===== config.mk =====
export PLATFORM = sky130hd
export DESIGN_NAME = bmp_to_rgba_decoder_top
export DESIGN_NICKNAME = d
export VERILOG_FILES = /design/src/bmprgba_pkg.sv /design/src/bmp_to_rgba_decoder_top.sv
export VERILOG_INCLUDE_DIRS = /design/src /design/src/src
export SDC_FILE = /design/constraint.sdc
export NUM_CORES = 2
export LEC_CHECK = 0
export ABC_CLOCK_PERIOD_IN_PS = 9700
export BUFFER_PORTS_ARGS = -buffer_cell sky130_fd_sc_hd__buf_2
export CORE_UTILIZATION = 50
export CTS_CLUSTER_SIZE = 30
export DETAILED_ROUTE_END_ITERATION = 16
export PLACE_DENSITY = 0.64
export SYNTH_ARGS = -nofsm -noshare
export SYNTH_HDL_FRONTEND = slang
export SYNTH_SLANG_ARGS = --single-unit

===== constraint.sdc =====
create_clock -name clk_i -period 9.7 [get_ports clk_i]
set_input_delay 0.97 -clock clk_i [delete_from_list [all_inputs] [get_ports clk_i]]
set_output_delay 0.97 -clock clk_i [all_outputs]
set_load 0.005 [all_outputs]

===== src/bmp_to_rgba_decoder_top_assert.svh =====
// Assertion macros for the BMP to RGBA decoder.
`ifndef BMP_TO_RGBA_DECODER_TOP_ASSERT_SVH
`define BMP_TO_RGBA_DECODER_TOP_ASSERT_SVH

// Same-cycle implication, checked on every rising edge outside reset.
`define BMPR_ASSERT_NOW(lbl, ante, cons, msg) \
  lbl: assert property (@(posedge clk_i) disable iff (!rst_ni) (ante) |-> (cons)) \
    else $error(msg);

// Next-cycle implication.
`define BMPR_ASSERT_NEXT(lbl, ante, cons, msg) \
  lbl: assert property (@(posedge clk_i) disable iff (!rst_ni) (ante) |=> (cons)) \
    else $error(msg);

`endif


===== src/bmprgba_pkg.sv =====
`default_nettype none

package bmprgba_pkg;

  localparam int unsigned PosW = 17;

  localparam logic [PosW-1:0] PosMarkB  = 17'd0;
  localparam logic [PosW-1:0] PosMarkM  = 17'd1;
  localparam logic [PosW-1:0] PosOffLo  = 17'd10;
  localparam logic [PosW-1:0] PosOffHi  = 17'd11;
  localparam logic [PosW-1:0] PosWidLo  = 17'd18;
  localparam logic [PosW-1:0] PosWidHi  = 17'd19;
  localparam logic [PosW-1:0] PosHgtLo  = 17'd22;
  localparam logic [PosW-1:0] PosHgtHi  = 17'd23;
  localparam logic [PosW-1:0] PosDepth  = 17'd28;
  localparam logic [PosW-1:0] PosHdrEnd = 17'd53;

  localparam logic [15:0] HdrLen16    = 16'd54;
  localparam logic [31:0] HdrLen32    = 32'd54;
  localparam logic [7:0]  MarkB       = 8'h42;
  localparam logic [7:0]  MarkM       = 8'h4D;
  localparam logic [7:0]  Depth24     = 8'd24;
  localparam logic [7:0]  Depth32     = 8'd32;
  localparam logic [7:0]  AlphaOpaque = 8'hFF;

  typedef enum logic [2:0] {
    StOk             = 3'd0,
    StShort          = 3'd1,
    StNoMarker       = 3'd2,
    StBadDepth       = 3'd3,
    StTruncated      = 3'd4,
    StOffsetInHeader = 3'd5
  } status_e;

  typedef enum logic [1:0] {
    PhHeader,
    PhGap,
    PhPixel,
    PhDone
  } phase_e;

  typedef enum logic {
    KindStatus = 1'b0,
    KindPixel  = 1'b1
  } kind_e;

endpackage

`default_nettype wire


===== src/bmp_to_rgba_decoder_top.sv =====
// BMP to RGBA decoder, 24-bit and 32-bit uncompressed files.
// Config: write the file byte count on cfg_wdata_i with cfg_we_i high while
//   the block is idle, before streaming the file.
// Input channel (in_valid_i/in_ready_o): one file byte per request;
//   first_byte_i marks byte zero and restarts decoding.
// Output channel (out_valid_o/out_ready_i): one status result when header
//   byte 53 arrives, then one RGBA pixel result per complete pixel, rows
//   numbered from the top, row padding dropped.
// Each result is registered and appears in the cycle after the byte that completes it.
// Throughput: one byte per cycle. Each byte is handled by short logic
//   between the state registers and one output register. Bytes that make no
//   result are taken even while the output is stalled; a byte that makes a
//   result waits only while the output register holds an untaken result.
// Size checks (stride, stride*height, plus pixel offset) run in a small
//   free-running register chain fed by the captured header fields; it settles
//   long before byte 53 arrives.
// Reset: all decode state clears; the first byte after reset counts as byte
//   zero. The byte count register resets to zero.
`default_nettype none

module bmp_to_rgba_decoder_top (
  input  logic                     clk_i,
  input  logic                     rst_ni,
  input  logic                     cfg_we_i,
  input  logic [31:0]              cfg_wdata_i,
  input  logic                     in_valid_i,
  output logic                     in_ready_o,
  input  logic [7:0]               data_byte_i,
  input  logic                     first_byte_i,
  output logic                     out_valid_o,
  input  logic                     out_ready_i,
  output logic                     kind_o,
  output logic [2:0]               status_o,
  output logic [15:0]              image_width_o,
  output logic [15:0]              image_height_o,
  output logic [15:0]              pixel_x_o,
  output logic [15:0]              pixel_y_o,
  output logic [7:0]               red_o,
  output logic [7:0]               green_o,
  output logic [7:0]               blue_o,
  output logic [7:0]               alpha_o,
  output logic                     last_pixel_o
);
  import bmprgba_pkg::*;

  `include "bmp_to_rgba_decoder_top_assert.svh"

  // Config register
  logic [31:0] file_length_q;

  // Decode state
  logic [PosW-1:0] pos_q, pos_d;
  phase_e          phase_q, phase_d;
  logic [15:0]     data_start_q, data_start_d;
  logic [15:0]     width_q, width_d;
  logic [15:0]     height_q, height_d;
  logic [7:0]      depth_q, depth_d;
  logic            marker_q, marker_d;
  logic [17:0]     lbc_q, lbc_d;
  logic [1:0]      ch_q, ch_d;
  logic [15:0]     col_q, col_d;
  logic [15:0]     row_q, row_d;
  logic [23:0]     hold_q, hold_d;

  // Size-check chain
  logic        four_ch;
  logic [17:0] active_q;
  logic [17:0] stride_q;
  logic [33:0] prod_q;
  logic [34:0] need_q;

  // Output register
  logic        out_valid_q;
  kind_e       kind_q;
  status_e     status_q;
  logic [15:0] img_w_q, img_h_q, pix_x_q, pix_y_q;
  logic [7:0]  red_q, green_q, blue_q, alpha_q;
  logic        last_q;

  // Per-byte combinational view
  logic [PosW-1:0] cur_pos;
  phase_e          cur_phase;
  logic            hdr_emit, pix_phase, in_active, last_ch, pix_emit, emit;
  logic            in_fire;
  status_e         hdr_status;
  logic [18:0]     lbc_inc;
  logic [16:0]     row_inc, col_inc;

  // Result fields
  kind_e       res_kind;
  status_e     res_status;
  logic [15:0] res_x, res_y;
  logic [7:0]  res_red, res_green, res_blue, res_alpha;
  logic        res_last;

  assign four_ch = (depth_q == Depth32);

  always_ff @(posedge clk_i or negedge rst_ni) begin
    if (!rst_ni) begin
      file_length_q <= '0;
    end else if (cfg_we_i) begin
      file_length_q <= cfg_wdata_i;
    end
  end

  // Free-running size chain; inputs are stable well before byte 53.
  always_ff @(posedge clk_i) begin
    active_q <= four_ch ? {width_q, 2'b00} : ({1'b0, width_q, 1'b0} + {2'b00, width_q});
    stride_q <= (active_q + 18'd3) & ~18'd3;
    prod_q   <= stride_q * height_q;
    need_q   <= {1'b0, prod_q} + {19'd0, data_start_q};
  end

  // Effective state for this byte (first_byte restarts at byte zero)
  assign cur_pos   = first_byte_i ? '0 : pos_q;
  assign cur_phase = first_byte_i ? PhHeader : phase_q;

  assign hdr_emit  = (cur_phase == PhHeader) && (cur_pos == PosHdrEnd);
  assign pix_phase = (cur_phase == PhPixel) ||
                     ((cur_phase == PhGap) && (cur_pos >= {1'b0, data_start_q}));
  assign in_active = (lbc_q < active_q);
  assign last_ch   = four_ch ? (ch_q == 2'd3) : (ch_q == 2'd2);
  assign pix_emit  = pix_phase && in_active && last_ch;
  assign emit      = hdr_emit || pix_emit;

  assign in_ready_o = !out_valid_q || out_ready_i || !emit;
  assign in_fire    = in_valid_i && in_ready_o;

  assign lbc_inc = {1'b0, lbc_q} + 19'd1;
  assign row_inc = {1'b0, row_q} + 17'd1;
  assign col_inc = {1'b0, col_q} + 17'd1;

  // Header status, checks in priority order
  always_comb begin
    priority if (file_length_q < HdrLen32) begin
      hdr_status = StShort;
    end else if (!marker_q) begin
      hdr_status = StNoMarker;
    end else if ((depth_q != Depth24) && (depth_q != Depth32)) begin
      hdr_status = StBadDepth;
    end else if ({3'b000, file_length_q} < need_q) begin
      hdr_status = StTruncated;
    end else if (data_start_q < HdrLen16) begin
      hdr_status = StOffsetInHeader;
    end else begin
      hdr_status = StOk;
    end
  end

  // Next state
  always_comb begin
    pos_d        = (cur_pos == '1) ? cur_pos : cur_pos + 1'b1;
    phase_d      = cur_phase;
    data_start_d = first_byte_i ? '0 : data_start_q;
    width_d      = first_byte_i ? '0 : width_q;
    height_d     = first_byte_i ? '0 : height_q;
    depth_d      = first_byte_i ? '0 : depth_q;
    marker_d     = first_byte_i ? 1'b0 : marker_q;
    lbc_d        = lbc_q;
    ch_d         = ch_q;
    col_d        = col_q;
    row_d        = row_q;
    hold_d       = hold_q;

    unique case (cur_phase)
      PhHeader: begin
        if (cur_pos == PosMarkB) marker_d = (data_byte_i == MarkB);
        if (cur_pos == PosMarkM) marker_d = marker_q && (data_byte_i == MarkM);
        if (cur_pos == PosOffLo) data_start_d[7:0]  = data_byte_i;
        if (cur_pos == PosOffHi) data_start_d[15:8] = data_byte_i;
        if (cur_pos == PosWidLo) width_d[7:0]       = data_byte_i;
        if (cur_pos == PosWidHi) width_d[15:8]      = data_byte_i;
        if (cur_pos == PosHgtLo) height_d[7:0]      = data_byte_i;
        if (cur_pos == PosHgtHi) height_d[15:8]     = data_byte_i;
        if (cur_pos == PosDepth) depth_d            = data_byte_i;
        if (hdr_emit) begin
          // pixel walk starts clean
          lbc_d  = '0;
          ch_d   = '0;
          col_d  = '0;
          row_d  = '0;
          hold_d = '0;
          if ((hdr_status != StOk) || (width_q == '0) || (height_q == '0)) begin
            phase_d = PhDone;
          end else if (data_start_q == HdrLen16) begin
            phase_d = PhPixel;
          end else begin
            phase_d = PhGap;
          end
        end
      end
      PhGap, PhPixel: begin
        if (pix_phase) begin
          phase_d = PhPixel;
          if (in_active) begin
            unique case (ch_q)
              2'd0:    hold_d = {16'd0, data_byte_i};
              2'd1:    hold_d[15:8]  = data_byte_i;
              2'd2:    hold_d[23:16] = data_byte_i;
              default: hold_d = hold_q;
            endcase
            ch_d = last_ch ? 2'd0 : ch_q + 2'd1;
            if (last_ch) col_d = col_inc[15:0];
          end
          // end of stored row, padding included
          if (lbc_inc >= {1'b0, stride_q}) begin
            lbc_d = '0;
            ch_d  = '0;
            col_d = '0;
            row_d = row_inc[15:0];
            if (row_inc >= {1'b0, height_q}) phase_d = PhDone;
          end else begin
            lbc_d = lbc_inc[17:0];
          end
        end
      end
      default: begin
        phase_d = cur_phase;
      end
    endcase
  end

  // Result fields
  always_comb begin
    res_kind   = KindStatus;
    res_status = hdr_status;
    res_x      = '0;
    res_y      = '0;
    res_red    = '0;
    res_green  = '0;
    res_blue   = '0;
    res_alpha  = '0;
    res_last   = 1'b0;
    if (pix_emit) begin
      res_kind   = KindPixel;
      res_status = StOk;
      res_x      = col_q;
      res_y      = height_q - 16'd1 - row_q;
      res_red    = four_ch ? hold_q[23:16] : data_byte_i;
      res_green  = hold_q[15:8];
      res_blue   = hold_q[7:0];
      res_alpha  = four_ch ? data_byte_i : AlphaOpaque;
      res_last   = (row_inc == {1'b0, height_q}) && (col_inc == {1'b0, width_q});
    end
  end

  always_ff @(posedge clk_i or negedge rst_ni) begin
    if (!rst_ni) begin
      pos_q        <= '0;
      phase_q      <= PhHeader;
      data_start_q <= '0;
      width_q      <= '0;
      height_q     <= '0;
      depth_q      <= '0;
      marker_q     <= 1'b0;
      lbc_q        <= '0;
      ch_q         <= '0;
      col_q        <= '0;
      row_q        <= '0;
      hold_q       <= '0;
      out_valid_q  <= 1'b0;
    end else begin
      if (in_fire) begin
        pos_q        <= pos_d;
        phase_q      <= phase_d;
        data_start_q <= data_start_d;
        width_q      <= width_d;
        height_q     <= height_d;
        depth_q      <= depth_d;
        marker_q     <= marker_d;
        lbc_q        <= lbc_d;
        ch_q         <= ch_d;
        col_q        <= col_d;
        row_q        <= row_d;
        hold_q       <= hold_d;
      end
      if (in_fire && emit) begin
        out_valid_q <= 1'b1;
      end else if (out_ready_i) begin
        out_valid_q <= 1'b0;
      end
    end
  end

  always_ff @(posedge clk_i) begin
    if (in_fire && emit) begin
      kind_q   <= res_kind;
      status_q <= res_status;
      img_w_q  <= width_q;
      img_h_q  <= height_q;
      pix_x_q  <= res_x;
      pix_y_q  <= res_y;
      red_q    <= res_red;
      green_q  <= res_green;
      blue_q   <= res_blue;
      alpha_q  <= res_alpha;
      last_q   <= res_last;
    end
  end

  assign out_valid_o    = out_valid_q;
  assign kind_o         = kind_q;
  assign status_o       = status_q;
  assign image_width_o  = img_w_q;
  assign image_height_o = img_h_q;
  assign pixel_x_o      = pix_x_q;
  assign pixel_y_o      = pix_y_q;
  assign red_o          = red_q;
  assign green_o        = green_q;
  assign blue_o         = blue_q;
  assign alpha_o        = alpha_q;
  assign last_pixel_o   = last_q;

  // Checks
  `BMPR_ASSERT_NOW(a_no_overwrite, in_fire && out_valid_q && !out_ready_i, !emit, "stalled result overwritten")
  `BMPR_ASSERT_NEXT(a_done_sticky, in_fire && (phase_q == PhDone) && !first_byte_i, phase_q == PhDone, "left done without restart")
  `BMPR_ASSERT_NOW(a_pix_nonempty, pix_emit, (width_q != '0) && (height_q != '0), "pixel from empty image")
  `BMPR_ASSERT_NOW(a_lbc_in_row, phase_q == PhPixel, lbc_q < stride_q, "row byte count past stride")

endmodule

`default_nettype wire


==> impl_metrics.env <==
export IMPL_drc=0
export IMPL_core_um2=55500
export IMPL_critPathKind="reg2reg"
export IMPL_cts_resized=0
export IMPL_firstDrtPassIters=6
export IMPL_period_minus_slack_ps=7060
export IMPL_rows=86
export IMPL_crit_path_frequent_cell="fa_1"
export IMPL_cpMaxStageDelayCell="dfrtp_1"
export IMPL_avgSynthCellArea_um2=9.55
export IMPL_skew_ps=29.0
export IMPL_hold_violations=0
export IMPL_clk_pin_slew_ps=60
export IMPL_grt_pass1_vias=21100
export IMPL_synth_area_top_cells="dfrtp_1, fa_1, ha_1, edfxtp_1, dfxtp_1"
export IMPL_grt_overflow=0
export IMPL_layout_nets=3583
export IMPL_synth_cells=2970
export IMPL_worstMarginPinSlew_ps=1130
export IMPL_area_growth_pct=10.0
export IMPL_slew_headroom_pct=24.3
export IMPL_hp_class="in2async"
export IMPL_cp_end_kind="register"
export IMPL_r2r_end="prod_q[33]"
export IMPL_viasPerCell=5.53
export IMPL_cts_max_path_buffers=3
export IMPL_worstReg2RegStart="height_q[13]"
export IMPL_final_max_slew_viol_count=0
export IMPL_antenna_found_initial=1
export IMPL_grt_max_degree=81
export IMPL_total_power_uw=3540
export IMPL_syn_nets=3482
export IMPL_drv_cap=0
export IMPL_path_buf_inv=3
export IMPL_synth_most_common_cell="inv_1"
export IMPL_hpwl_mm=58.1
export IMPL_async_flop_share_pct=47.8
export IMPL_clk_latency_ps=600
export IMPL_root_buffer="clkbuf_16"
export IMPL_io_pins=149
export IMPL_crit_arrival_ps=7570
export IMPL_rsz0062_at_grt="false"
export IMPL_vias=21300
export IMPL_cts_sinks=387
export IMPL_portBuffers=148
export IMPL_synthDistinctLibCells=89
export IMPL_synth_top_area_share_pct=16.3
export IMPL_cts_max_level=2
export IMPL_grt_use_total_pct=26.8
export IMPL_postCtsSetupBuffers=0
export IMPL_clock_fmax_ghz=0.142
export IMPL_start_util_pct=51.1
export IMPL_ys_seq_elements=387
export IMPL_synth_main_ff_cell="dfrtp_1"
export IMPL_synth_top_area_cell="dfrtp_1"
export IMPL_numCtsBuffers=43
export IMPL_critical_path_max_fanout=13
export IMPL_dieArea_um2=57700
export IMPL_max_stage_delay_ps=770
export IMPL_netlist_top_cells_count="inv_1, nand2_1, ha_1, nor2_1, fa_1"
export IMPL_p_per_area_nw_per_um2=114
export IMPL_status="finished clean"
export IMPL_worstPathCellList="clkinv_1 -> nor2_1 -> fa_1 -> fa_1 -> fa_1 -> fa_1 -> fa_1 -> inv_1 -> fa_1 -> inv_1 -> ha_1 -> a21oi_1 -> nand2_1 -> a22oi_1 -> nor3_1 -> o31ai_1 -> o21bai_1 -> a21oi_1 -> xnor2_1"
export IMPL_r2r_cells=19
export IMPL_setup_viol_count_final=0
export IMPL_drt_wl_total_mm=76.1
export IMPL_ff2ff_setup_slack_ps=2640
export IMPL_antenna_left=0
export IMPL_gp_congestion=0.929
export IMPL_drive_above_1_share_pct=9.95
export IMPL_post_drt_wl_per_cell_um=19.7
export IMPL_required_ps=10210
export IMPL_grt_pass1_wl_mm=118
export IMPL_netlist_area_um2=28400
export IMPL_synth_edff_count=101
export IMPL_drt_iter0_drc=1533
export IMPL_cts_hold_fix_buffers=0
export IMPL_cp_top_family="adder cells"
export IMPL_peakVddDrop_mv=0.142
export IMPL_synth_warnings=0
export IMPL_cts_tree="built"
export IMPL_startpoint_type="register"
export IMPL_die_w_um=240
export IMPL_leakagePower_uw=0.0146
export IMPL_n_antenna_cell=0
export IMPL_ys_seq_area_share_pct=34.1
export IMPL_finalCritPeriodShare_pct=72.8
export IMPL_setup_tns_ps=0
export IMPL_die_h_um=240
==> logic make-up after synthesis <==
family	Yosys count	synth area share (%)
AO/OA/AOI/OAI	499	11.7
multiplexers	38	1.50
XOR/XNOR	156	4.82
adder cells (fa/ha/maj)	466	25.8
AND/OR/NAND/NOR	919	15.2
buffers and inverters	505	6.84
flip-flops	387	34.1
==> per-layer routing <==
layer / track usage, % / vias to the layer above / wire length (um)
met5: 0 / - / 0
met4: 8.22 / 0 / 2060
met3: 4.32 / 110 / 4690
met2: 43.7 / 607 / 36200
met1: 36.6 / 10500 / 33100
li1: - / 10100 / -
==> area by class of cell <==
| type | count | area, um2 |
|---|---|---|
| repair buffers | 166 | 885 |
| inverters | 395 | 1490 |
| flip-flops and latches | 387 | 9680 |
| clock inverters | 20 | 287 |
| well taps | 748 | 936 |
| multi-input cells | 2078 | 16800 |
| fillers | 4990 | 24300 |
| clock buffers | 60 | 1180 |
==> registers in the layout, indices dropped and copies added, names as in the netlist, 17 cells and up <==
name and cells:
file_length_q 32, need_q 35, pos_q 17, active_q 18
hold_q 24, prod_q 32, lbc_q 18
==> worst reg2reg max path, delay by kind of cell, from the launching register on <==
family | cells | cell delay [ps]
xor+xnor | 1 | 130
simple gates | 3 | 520
flops | 1 | 770
buf+inv | 3 | 580
fa+ha+maj | 7 | 3540
compound gates | 5 | 1440
==> power by group <==
group	leakage, uW	internal, uW	switching, uW	total (uW)
registers	0.00447	1680	16.6	1690
clock network	0.000711	997	710	1710
logic	0.00946	52.5	89.9	142
total	0.0146	2730	817	3540
==> how the worst max path moves through the flow <==
| stage | cells after the start | start | endpoint | slack (ps) |
|---|---|---|---|---|
| 3_5_place_dp | 19 | height_q[13] | prod_q[33] | 2750 |
| 3_3_place_gp | 19 | height_q[13] | prod_q[33] | 2840 |
| 2_1_floorplan | 16 | first_byte_i | alpha_o[0] | 1200 |
| 6_report | 19 | height_q[13] | prod_q[33] | 2640 |
| 5_1_grt | 19 | height_q[13] | prod_q[33] | 2230 |
| 4_1_cts | 19 | height_q[13] | prod_q[33] | 2650 |
==> layout by cell type, fill, tap and decap left out, drive strengths merged, types with 11 or more instances in the layout <==
master	synthesis	final
and3	28	28
a21oi	123	123
dfrtp	185	185
edfxtp	101	101
clkbuf	85	61
fa	197	197
a21o	50	50
nor2b	27	27
inv	389	392
xnor2	114	114
nor4	26	26
nand4	27	27
nor3	33	33
dfxtp	101	101
o21a	15	15
a22o	57	57
nand2b	22	22
buf	25	165
clkinv	6	16
mux2	37	37
nand2	340	340
ha	269	269
o31ai	14	14
nand3	83	83
o21bai	11	11
o21ai	150	150
and2	65	65
a211oi	14	14
xor2	42	42
nor2	229	229
==> through the flow <==
stage	hold WS (ps)	instance area, um2	cells	setup slack [ps]	utilization (%)
6_report	368	31200	3854	2640	56.2
5_1_grt	392	31200	3854	2230	56.2
4_1_cts	371	31200	3854	2650	56.2
3_5_place_dp	442	29700	3774	2750	53.6
3_3_place_gp	431	29700	3774	2840	53.6
2_1_floorplan	394	28400	2970	1200	-
Power figures use the tool's default switching activity.
